**src/lgev_ram.sv**
```systemverilog
`timescale 1ns / 1ps

module lgev_ram #(
  parameter int WIDTH = 64,
  parameter int DEPTH = 64
) (
  input  logic                     clk,
  input  logic                     we,
  input  logic [$clog2(DEPTH)-1:0] waddr,
  input  logic [WIDTH-1:0]         wdata,
  input  logic [$clog2(DEPTH)-1:0] raddr,
  output logic [WIDTH-1:0]         rdata
);

  logic [WIDTH-1:0] mem [DEPTH];

  always_ff @(posedge clk) begin
    if (we) begin
      mem[waddr] <= wdata;
    end
    rdata <= mem[raddr];
  end

endmodule

```
**config.mk**
```make
export PLATFORM = sky130hd
export DESIGN_NAME = lgev_ram
export DESIGN_NICKNAME = d
export VERILOG_FILES = /design/src/lgev_ram.sv
export SDC_FILE = /design/constraint.sdc
export NUM_CORES = 2
export LEC_CHECK = 0
export BUFFER_PORTS_ARGS = -buffer_cell sky130_fd_sc_hd__buf_2
export CORE_UTILIZATION = 25
export CTS_CLUSTER_DIAMETER = 40
export CTS_CLUSTER_SIZE = 25
export DETAILED_ROUTE_END_ITERATION = 10
export PLACE_DENSITY = 0.44
export SYNTH_ARGS = -nofsm -noshare
export SYNTH_HDL_FRONTEND = slang
export SYNTH_SLANG_ARGS = --single-unit
```
**constraint.sdc**
```tcl
create_clock -name clk -period 13.5 [get_ports clk]
set_input_delay 2.7 -clock clk [delete_from_list [all_inputs] [get_ports clk]]
set_output_delay 2.7 -clock clk [all_outputs]
set_load 0.02 [all_outputs]
```
# After elaboration in Yosys (flattened, before gate mapping)
# Memories as Yosys holds them, arrays and structs flattened. A register that Yosys moved wholly into a read port is not among the register bits.
# Cells that the tools add are included.
# Widths: inputs -> output; s select.
word_totals:
  ff_bits: 0
  mem_count: 1
  ramBits: 4096
  in_bits: 78
  output_inout_bits: 64
memory_table:
  columns: ["memory", "words", "width", "read_ports", "rd_ports_with_merged_regs", "write_ports", "line_no", "rtl"]
  rows:
  - ["mem", 64, 64, 1, 1, 1, "15", "logic [WIDTH-1:0] mem [DEPTH];"]
classes:
  n_mux: 2
op_table:
  columns: ["cell", "count"]
  rows:
  - ["$mux 1", 2]

# Depth between registers and ports, before layout
depth:
  word_depth: 2
  mapped_depth: 9

# Least setup slack after synthesis
# Ideal clock, no wire load.
synth_path:
  path_kind: "input to register"
  start: "input waddr[3]"
  end: "memory mem[48][0] (enable)"
  path_stages: 4
  required_time_ps: 12936
  arrival_ps: 7572
  setup_slack_ps: 5364
  setup_ps: 564
  path_cell_list: "clkbuf_1 nor2b_1 nand4b_1 nor3_1"
synth_lines:
  columns: ["item", "line_no", "rtl"]
  rows:
  - ["start, declared", "9", "input logic [$clog2(DEPTH)-1:0] waddr,"]
  - ["end, declared", "15", null]
# Straight into the memory's write port.

==> out/qor.csv <==
metric,value,unit
core area,0.623,mm^2
Startpoint Class,primary input,
Resized Gates After CTS,0,
post-synthesis simple-gate area fraction,0.0124,
clk root buf,clkbuf_16,
Cells after Synth,6598,
Worst Tran Pin Value,1.31,ns
PortBufs,141,
Max IR drop VDD,0.000139,V
Final Wtd Congestion,0.739,
syn nets,6676,
Synth Area per Inst,23.7,um^2
initial antenna violation count,53,
outcome,"finished, final reports clean",
Vias per Instance,4.77,
post-synthesis compound-gate area fraction,0.0248,
sequential share of the synthesized area,0.795,
worst r2r src,mem[13][14]$_DFFE_PP_,
worst clock skew,0.0645,ns
CTS Buffer Depth,4,
fmax,0.172,GHz
CTS Hold Bufs,0,
Synth top area share,0.787,
setup repair after global routing missed its margin,no,
Ys Warns,0,
Die Ht,793,um
gr usage total,0.157,
Final setup viols,0,
Tmin final,5.81,ns
clk sinks,4160,
"Hold Violations, Final",0,
CP max FO,105,
Worst slew margin,0.125,
largest net degree at the start of global routing,108,
TritonCTS clock tree,yes,
Syn Std Cell Area,0.156,mm^2
post-CTS setup repair buffer count,0,
CP Launch Point,raddr[2],
Slew Limit Fails,0,
clk_lat worst skew,1.13,ns
XOR/XNOR Fraction of Synth Area,0,
Fin Setup TNS,0,ns
Most common cell on crit path,buf_12,
vias,75900,
worst hold path type,register to register,
dominant synthesized flop cell,edfxtp_1,
Min-Delay Endpoint,rdata[30]$_DFF_P_,
htree depth,6,
R2R depth,5,
worst hold slack,0.836,ns
clock transition at the registers of the reported paths,0.06,ns
vias in the first global route,79400,
max-cap violation count,0,
die width,793,um
I/O pin count,142,
Post-synth EDFFs,4096,
Adder-Cell Fraction of Synth Area,0,
CP max stage delay,0.82,ns
Starting Density,0.251,
GRT Residual Overflow,0,
slowest cell on the critical path,buf_4,
die area,0.629,mm^2
nets,7210,
main combinational cell family by area after synthesis,multiplexers,
TritonCTS Buffers,538,
FILL cells,60200,
distinct cell type count after synthesis,33,
Residual DRC,0,
Hold Path Origin,mem[38][30]$_DFFE_PP_,
Final ANT Viol Nets,0,
"top cells by area, synth","edfxtp_1 79%, mux4_2 15%, mux2i_1 0.86%, dfxtp_1 0.82%, a22oi_1 0.81%",
HPWL after DPL,270000,um
hold depth,4,
reg2reg end,rdata[14]$_DFF_P_,
worst path cell trace,buf_8 -> buf_12 -> buf_12 -> buf_4 -> mux4_2 -> mux2i_1 -> o22ai_1 -> a31oi_1 -> a211oi_1,
row count,290,
Post-Route WL,507000,um
Final Core Density,0.300,
multiplexer area fraction after synthesis,0.156,
first-pass GRT wire length,688000,um
CP Class,primary input to register,
R2R setup slack,11.17,ns
Async SR Flop Fraction,0,
sequential cell area,0.124,mm^2
Pleak,57.4,nW
"FF+latch count, synth",4160,
Final period util,0.430,
DR pass1 iterations,5,
Worst Setup End Kind,register,
Synth area leader,edfxtp_1,
Starting DRT DRC Count,7644,
fraction of layout instances using a drive strength above 1,0.316,
Area Overhead vs Synth,19.5,%
P per Cell Area,163,mW/mm^2
multi-input logic area,0.0308,mm^2
Worst Path Arrival,6.75,ns
CP required,14.44,ns
Wirelength per Cell,31.8,um
==> Yosys cell counts (all sizes together) (3+ instances only) <==
cell type  instances
a22oi            168
and3              64
nand2             58
a211oi            63
nand3             45
inv               19
nand2b            11
or3               29
or2               28
clkbuf           140
and2               3
mux2i            135
mux4            1024
nor2b             28
buf              230
a2bb2oi           19
edfxtp          4096
a41oi             26
o22ai             83
a31oi             18
o221ai            38
dfxtp             64
a22o              88
nor2             112
==> flip-flops by register name (all words and copies together) (netlist names) <==
signal,cells
rdata,64
mem,4096
==> layout make-up <==
type / count / share of cell area
Antenna cell: 18 / 0.000241
Clock buffer: 605 / 0.0751
Clock inverter: 379 / 0.0249
Inverter: 19 / 0.000382
Multi-Input combinational cell: 2049 / 0.165
Sequential cell: 4160 / 0.665
Tap cell: 8322 / 0.0557
Timing Repair Buffer: 364 / 0.0138
==> cell usage in the layout, fill, tap and decap left out, types with 19 or more instances in the layout <==
| master | count |
|---|---|
| nand3_1 | 45 |
| mux4_2 | 1024 |
| nor2b_1 | 24 |
| clkbuf_1 | 46 |
| or3_1 | 29 |
| clkinv_4 | 41 |
| edfxtp_1 | 4096 |
| a41oi_1 | 26 |
| o221ai_1 | 38 |
| or2_2 | 28 |
| clkinv_2 | 58 |
| nand2_1 | 54 |
| inv_8 | 22 |
| nor2_1 | 47 |
| a22o_1 | 88 |
| dfxtp_1 | 64 |
| nor2_4 | 65 |
| inv_1 | 19 |
| a2bb2oi_1 | 19 |
| a211oi_1 | 61 |
| clkbuf_16 | 548 |
| inv_6 | 66 |
| a22oi_1 | 168 |
| and3_1 | 64 |
| buf_2 | 138 |
| bufinv_16 | 56 |
| clkinvlp_4 | 52 |
| buf_4 | 210 |
| mux2i_1 | 135 |
| clkinv_1 | 41 |
| o22ai_1 | 83 |
==> kinds of logic after synthesis <==
| kind of cell | after synthesis |
|---|---|
| multiplexers | 1159 |
| buffers and inverters | 389 |
| AND/OR/NAND/NOR | 386 |
| flip-flops | 4160 |
| AO/OA/AOI/OAI | 504 |
==> metrics by stage <==
stage | instance area (um^2) | std cells | setup slack (ns) | power (mW)
floorplan | 156000 | 6598 | 5.36 | 15.3
global placement | 168000 | 14900 | 6.26 | 16.0
detailed placement | 168000 | 14900 | 6.30 | 16.0
CTS | 187000 | 15900 | 7.48 | 30.7
global route | 187000 | 15900 | 7.49 | 31.3
finish | 187000 | 15900 | 7.69 | 30.4
==> critical path, delay by kind of cell <==
kind	cells	cell delay, ns
multiplexers	2	0.57
buffers and inverters	4	2.37
AO/OA/AOI/OAI	3	0.78
==> layer usage <==
layer  wire [um]  track usage
met4       12600       0.0391
met1      216000        0.213
met5          25            0
met3       27100       0.0219
met2      250000        0.267
==> worst max-delay path by stage <==
stage | cells past startpoint | to | slack, ns
2_1_floorplan | 4 | mem[48][0]$_DFFE_PP_ | 5.36
3_3_place_gp | 9 | rdata[22]$_DFF_P_ | 6.26
3_5_place_dp | 9 | rdata[23]$_DFF_P_ | 6.30
4_1_cts | 9 | rdata[22]$_DFF_P_ | 7.48
5_1_grt | 7 | rdata[53]$_DFF_P_ | 7.49
6_report | 9 | rdata[22]$_DFF_P_ | 7.69
==> power by group <==
| group | internal (mW) | switching (mW) | total (mW) | leakage [nW] |
|---|---|---|---|---|
| clock network | 8.77 | 5.98 | 14.8 | 8.97 |
| registers | 14.3 | 0.0749 | 14.4 | 37.4 |
| logic | 0.438 | 0.840 | 1.28 | 11.0 |
| total | 23.5 | 6.89 | 30.4 | 57.4 |
Note: power is estimated with default switching activity, not from simulation.
