[src/lgev_pkg.sv]
`timescale 1ns / 1ps

package lgev_pkg;

  // Largest grid side the store is built for
  localparam int MAX_SIDE_DEFAULT = 64;

  // Request and result field widths
  localparam int FUNC_W      = 2;
  localparam int IDX_W       = 6;
  localparam int GRID_SIZE_W = 7;
  localparam int GENS_W      = 16;

  // Configuration port
  localparam int APB_ADDR_W = 3;
  localparam int APB_DATA_W = 32;

  localparam logic REG_GRID_SIZE   = 1'b0;
  localparam logic REG_GENERATIONS = 1'b1;

  localparam logic [GRID_SIZE_W-1:0] GRID_SIZE_RESET   = 7'd8;
  localparam logic [GENS_W-1:0]      GENERATIONS_RESET = 16'd1;

  // Operation codes
  localparam logic [FUNC_W-1:0] FUNC_WRITE  = 2'd0;
  localparam logic [FUNC_W-1:0] FUNC_EVOLVE = 2'd1;
  localparam logic [FUNC_W-1:0] FUNC_READ   = 2'd2;

  // B3/S23 neighbor counts
  localparam logic [3:0] BIRTH_COUNT   = 4'd3;
  localparam logic [3:0] SURVIVE_COUNT = 4'd2;

  typedef enum logic [2:0] {
    ST_CLEAR,
    ST_IDLE,
    ST_CELL,
    ST_GEN_PRIME,
    ST_GEN_LOAD,
    ST_GEN_ROW,
    ST_POST
  } lgev_state_t;

endpackage

[src/lgev_row_rule.sv]
`timescale 1ns / 1ps

module lgev_row_rule #(
  parameter int WIDTH = 64
) (
  input  logic [WIDTH-1:0] up_row,
  input  logic [WIDTH-1:0] mid_row,
  input  logic [WIDTH-1:0] dn_row,
  output logic [WIDTH-1:0] nxt_row
);

  // Pad with dead cells on both sides: no wraparound
  logic [WIDTH+1:0] up_x;
  logic [WIDTH+1:0] mid_x;
  logic [WIDTH+1:0] dn_x;

  assign up_x  = {1'b0, up_row, 1'b0};
  assign mid_x = {1'b0, mid_row, 1'b0};
  assign dn_x  = {1'b0, dn_row, 1'b0};

  always_comb begin
    logic [3:0] cnt;
    for (int i = 0; i < WIDTH; i++) begin
      cnt = 4'(up_x[i]) + 4'(up_x[i+1]) + 4'(up_x[i+2])
          + 4'(mid_x[i]) + 4'(mid_x[i+2])
          + 4'(dn_x[i]) + 4'(dn_x[i+1]) + 4'(dn_x[i+2]);
      nxt_row[i] = (cnt == lgev_pkg::BIRTH_COUNT)
                || ((cnt == lgev_pkg::SURVIVE_COUNT) && mid_row[i]);
    end
  end

endmodule
[config.mk]
export PLATFORM = sky130hd
export DESIGN_NAME = lgev_row_rule
export DESIGN_NICKNAME = d
export VERILOG_FILES = /design/src/lgev_pkg.sv /design/src/lgev_row_rule.sv
export SDC_FILE = /design/constraint.sdc
export NUM_CORES = 1
export LEC_CHECK = 0
export ABC_AREA = 1
export BUFFER_PORTS_ARGS = -buffer_cell sky130_fd_sc_hd__buf_4
export CAP_MARGIN = 40
export CORE_UTILIZATION = 53
export DETAILED_ROUTE_END_ITERATION = 12
export PLACE_DENSITY = 0.84
export SYNTH_ARGS = -nofsm -noshare
export SYNTH_HDL_FRONTEND = slang
export SYNTH_SLANG_ARGS = --single-unit
[constraint.sdc]
create_clock -name vclk -period 3.65
set_clock_uncertainty 0.05 [all_clocks]
set_input_delay 0.5475 -clock vclk [all_inputs]
set_output_delay 0.5475 -clock vclk [all_outputs]
set_load 0.03 [all_outputs]
After elaboration in Yosys (flattened, before gate mapping) --
Index checks and enable logic that the tools add are counted.
Word-level totals: register bits 0, input port bits 192, output and inout port bits 64, logic and storage cells 697
Operators by class: add/sub/neg operators 441, equality and inequality tests 128, reductions and logical operators 128
Operators with widths (number):
- adder 4 x 1 -> 4 bit | 252
- equality test 4 x 2 -> 1 bit, second input constant | 128
- adder 3 x 1 -> 4 bit | 63
- adder 2 x 1 -> 3 bit | 63
- adder 1 x 1 -> 2 bit | 63
- logical AND 1 bit | 64
- logical OR 1 bit | 64

Logic depth before layout (Yosys ltp) --
depth after elaboration 10, gate-level depth with buffers 11, mapped depth without buffers 11

Least setup slack after synthesis --
No wires, ideal clock.
path type input-to-output, start point input port up_row[19], end point output port nxt_row[20], arrival time 3.308 ns, required time 3.053 ns, path slack -0.255 ns, stages on the path 9, buffers on the path 0, cells stage by stage inv_1 -> fa_1 -> fa_1 -> fa_1 -> inv_1 -> ha_1 -> fa_1 -> nand3_1 -> a21oi_1
On the way: cells in the longest elaborated chain, start to end 10, elaborated cells on any way between the ends 11, those cells by class add/sub (7); eq/ne (2); reduce/logical (2)
RTL lines:
- from (decl) | line lgev_row_rule.sv:6 | input logic [WIDTH-1:0] up_row,
- adder 1 x 1 -> 2 bit * | line lgev_row_rule.sv:24 | cnt = 4'(up_x[i]) + 4'(up_x[i+1]) + 4'(up_x[i+2])
- adder 2 x 1 -> 3 bit * | line lgev_row_rule.sv:24
- adder 3 x 1 -> 4 bit * | line lgev_row_rule.sv:25 | + 4'(mid_x[i]) + 4'(mid_x[i+2])
- adder 4 x 1 -> 4 bit * | line lgev_row_rule.sv:25
- adder 4 x 1 -> 4 bit * (3 in series) | line lgev_row_rule.sv:26 | + 4'(dn_x[i]) + 4'(dn_x[i+1]) + 4'(dn_x[i+2]);
- equality test 4 x 2 -> 1 bit | line lgev_row_rule.sv:28 | || ((cnt == lgev_pkg::SURVIVE_COUNT) && mid_row[i]);
- logical AND 1 bit | line lgev_row_rule.sv:28
- logical OR 1 bit * | line lgev_row_rule.sv:28
- to (decl) | line lgev_row_rule.sv:9 | output logic [WIDTH-1:0] nxt_row
Mark *: on every way between the ends. The rest lies on a longest branch, timed or not.

Worst setup path in the final report --
start point input port mid_row[6], end point output port nxt_row[7]
On the way: cells in the longest elaborated chain, start to end 8, elaborated cells on any way between the ends 9, those cells by class add/sub (5); eq/ne (2); reduce/logical (2)
RTL lines:
- from (decl) | line lgev_row_rule.sv:7 | input logic [WIDTH-1:0] mid_row,
- adder 3 x 1 -> 4 bit * | line lgev_row_rule.sv:25
- adder 4 x 1 -> 4 bit * | line lgev_row_rule.sv:25
- adder 4 x 1 -> 4 bit * (3 in series) | line lgev_row_rule.sv:26
- equality test 4 x 2 -> 1 bit | line lgev_row_rule.sv:28
- logical AND 1 bit | line lgev_row_rule.sv:28
- logical OR 1 bit * | line lgev_row_rule.sv:28
Marks and branches as above.

==> reports/results.ini <==
[run_status]
outcome = finished with violations
violations = negative setup slack

[global_route]
antenna_found_initial = 0
grt-ovfl-total = 0
grt_max_degree = 4
grt_pass1_vias = 11800
grt_pass1_wl_um = 52000
grt_usage_pct = 29.2

[finish]
synthToLayoutAreaGrowth_pct = 47.5
n_fill_cell = 1142
clock_buffers = 0
regArea_um2 = 0
num_antenna_cells = 0
final_cell_mix = inv_1 (494), buf_4 (272), fa_1 (243)
final_common_cell = inv_1
n_sequential_cell = 0
layout-drive-gt1-share_pct = 38.7
fin_cells = 2104
final_nets = 2463

[floorplanning]
die_y_um = 149
dieArea_um2 = 22100
row_count = 53
core-area_um2 = 21100
start_util_pct = 54.1
fp.dieW_um = 149
ios = 256

[route]
wl_um = 34200
drt_pre_antenna_iters = 5
drcViolationCount = 0
via_count = 10600
avgRoutedWirePerCell_um = 16.2
drtIter0Drc = 352
antenna_left = 0
drt-vias-per-instance = 5.03

[critical_path]
timing_worst_setup_path_type = input pin to primary output
cp_slowest_cell = fa_1
worstPathArrival_ns = 3.46
crit_chain = buf_6, inv_4, fa_1, fa_1, fa_1, inv_1, ha_2, fa_1, nand3_2, a21oi_4, buf_6
worst-path-max-fanout = 2
max_stage_delay_ns = 0.56
crit_path_start_kind = input pin
crit_top_cell = fa_1
required_ns = 3.05
worstSetupEndpointType = primary output

[logic_synthesis]
syn_area_per_cell_um2 = 7.90
synth-seq-area-share_pct = 0
synthCells = 1443
synth_fp_nets = 2075
synth_cell_types = 10
yosysWarnings = 0
netlist_area_um2 = 11400

[timing]
slew_headroom_pct = 80.5
fmax_ghz = 0.247
fin_crit_ns = 4.05
holdWs_ns = 1.49
fin_crit_sh_pct = 111
fin_ws_ns = -0.403
hold_viol_final = 0
tightest_slew_ns = 0.293
maxSlewViolCount = 0
finalSetupViolations = 62
rsz0062_at_grt = true

[flow_run]
max-cap-violations = 0

[power_and_ir_drop]
ir_worst_vdd_mv = 0.305
leakage_uw = 0.00918
power_per_cell_area_nw_per_um2 = 383

[placed_design]
place.gp.congestion = 0.875
dp_hpwl_um = 26200
dp.cells = 2100
io_buffers = 256

[clock_network]
hold_buffers = 0

[min_path]
hp-class = input pin to primary output

-- routing by layer --
metal  GRT usage, %  up-vias  share of wire (%)
li1               -     4872                  -
met1           30.0     5220                 34
met2           58.5      379                 56
met3           5.18      119                5.9
met4           9.64        0                4.2
met5              0        -                  0
-- worst max-delay path, delay by kind of cell --
family,cells,cell delay (ns)
buffers and inverters,4,0.32
AND/OR/NAND/NOR,1,0.13
adder cells (fa/ha/maj),5,2.28
AO/OA/AOI/OAI,1,0.16
-- final cells by class --
type                            count  area, um2  area share (%)
Multi-Input combinational cell    818      10500            62.5
Timing Repair Buffer              386       3460            20.6
Tap cell                          275        344            2.05
Inverter                          625       2510            14.9
-- synthesized netlist by cell type --
library cell / count / area, um2
nor2_1: 6 / 22.5
a21oi_1: 61 / 305
inv_1: 625 / 2350
o21ai_0: 2 / 10.0
or2_0: 1 / 6.26
nand2_1: 185 / 694
nand3_1: 122 / 611
fa_1: 252 / 5040
a21boi_0: 1 / 7.51
ha_1: 188 / 2350
-- final timing paths --
path / start / endpoint / depth (start not counted)
max: mid_row[6] / nxt_row[7] / 11
min: mid_row[63] / nxt_row[63] / 4
-- through the flow --
stage / utilization (%) / power [uW] / area [um2] / TNS [ns] / setup WS [ns]
after floorplan: - / 4090 / 12400 / -1.76 / -0.0303
after global placement: 74.0 / 5320 / 15600 / -14.78 / -0.295
after detailed placement: 74.0 / 5650 / 15600 / -17.54 / -0.352
after CTS: 77.5 / 6070 / 16300 / -13.11 / -0.283
after global routing: 79.8 / 7070 / 16800 / -17.44 / -0.420
final: 79.8 / 6440 / 16800 / -13.43 / -0.403
-- cell families (layout without fill, tap and decap cells) --
kind of cell | after synthesis | count (layout) | share of synthesized area, %
buf+inv | 625 | 1011 | 20.6
simple gates | 314 | 314 | 11.7
compound gates | 64 | 64 | 2.83
fa+ha+maj | 440 | 440 | 64.9
-- power breakdown --
group	internal [uW]	total [uW]	switching, uW
logic	2820	6440	3620
clock network	0	0	0
registers	0	0	0
-- timing repair --
item	4_1_cts	5_1_grt
gates resized for setup	296	143
pin swaps	78	61
setup endpoints to repair	62	62
setup buffers	2	2
Power figures use the tool's default switching activity.
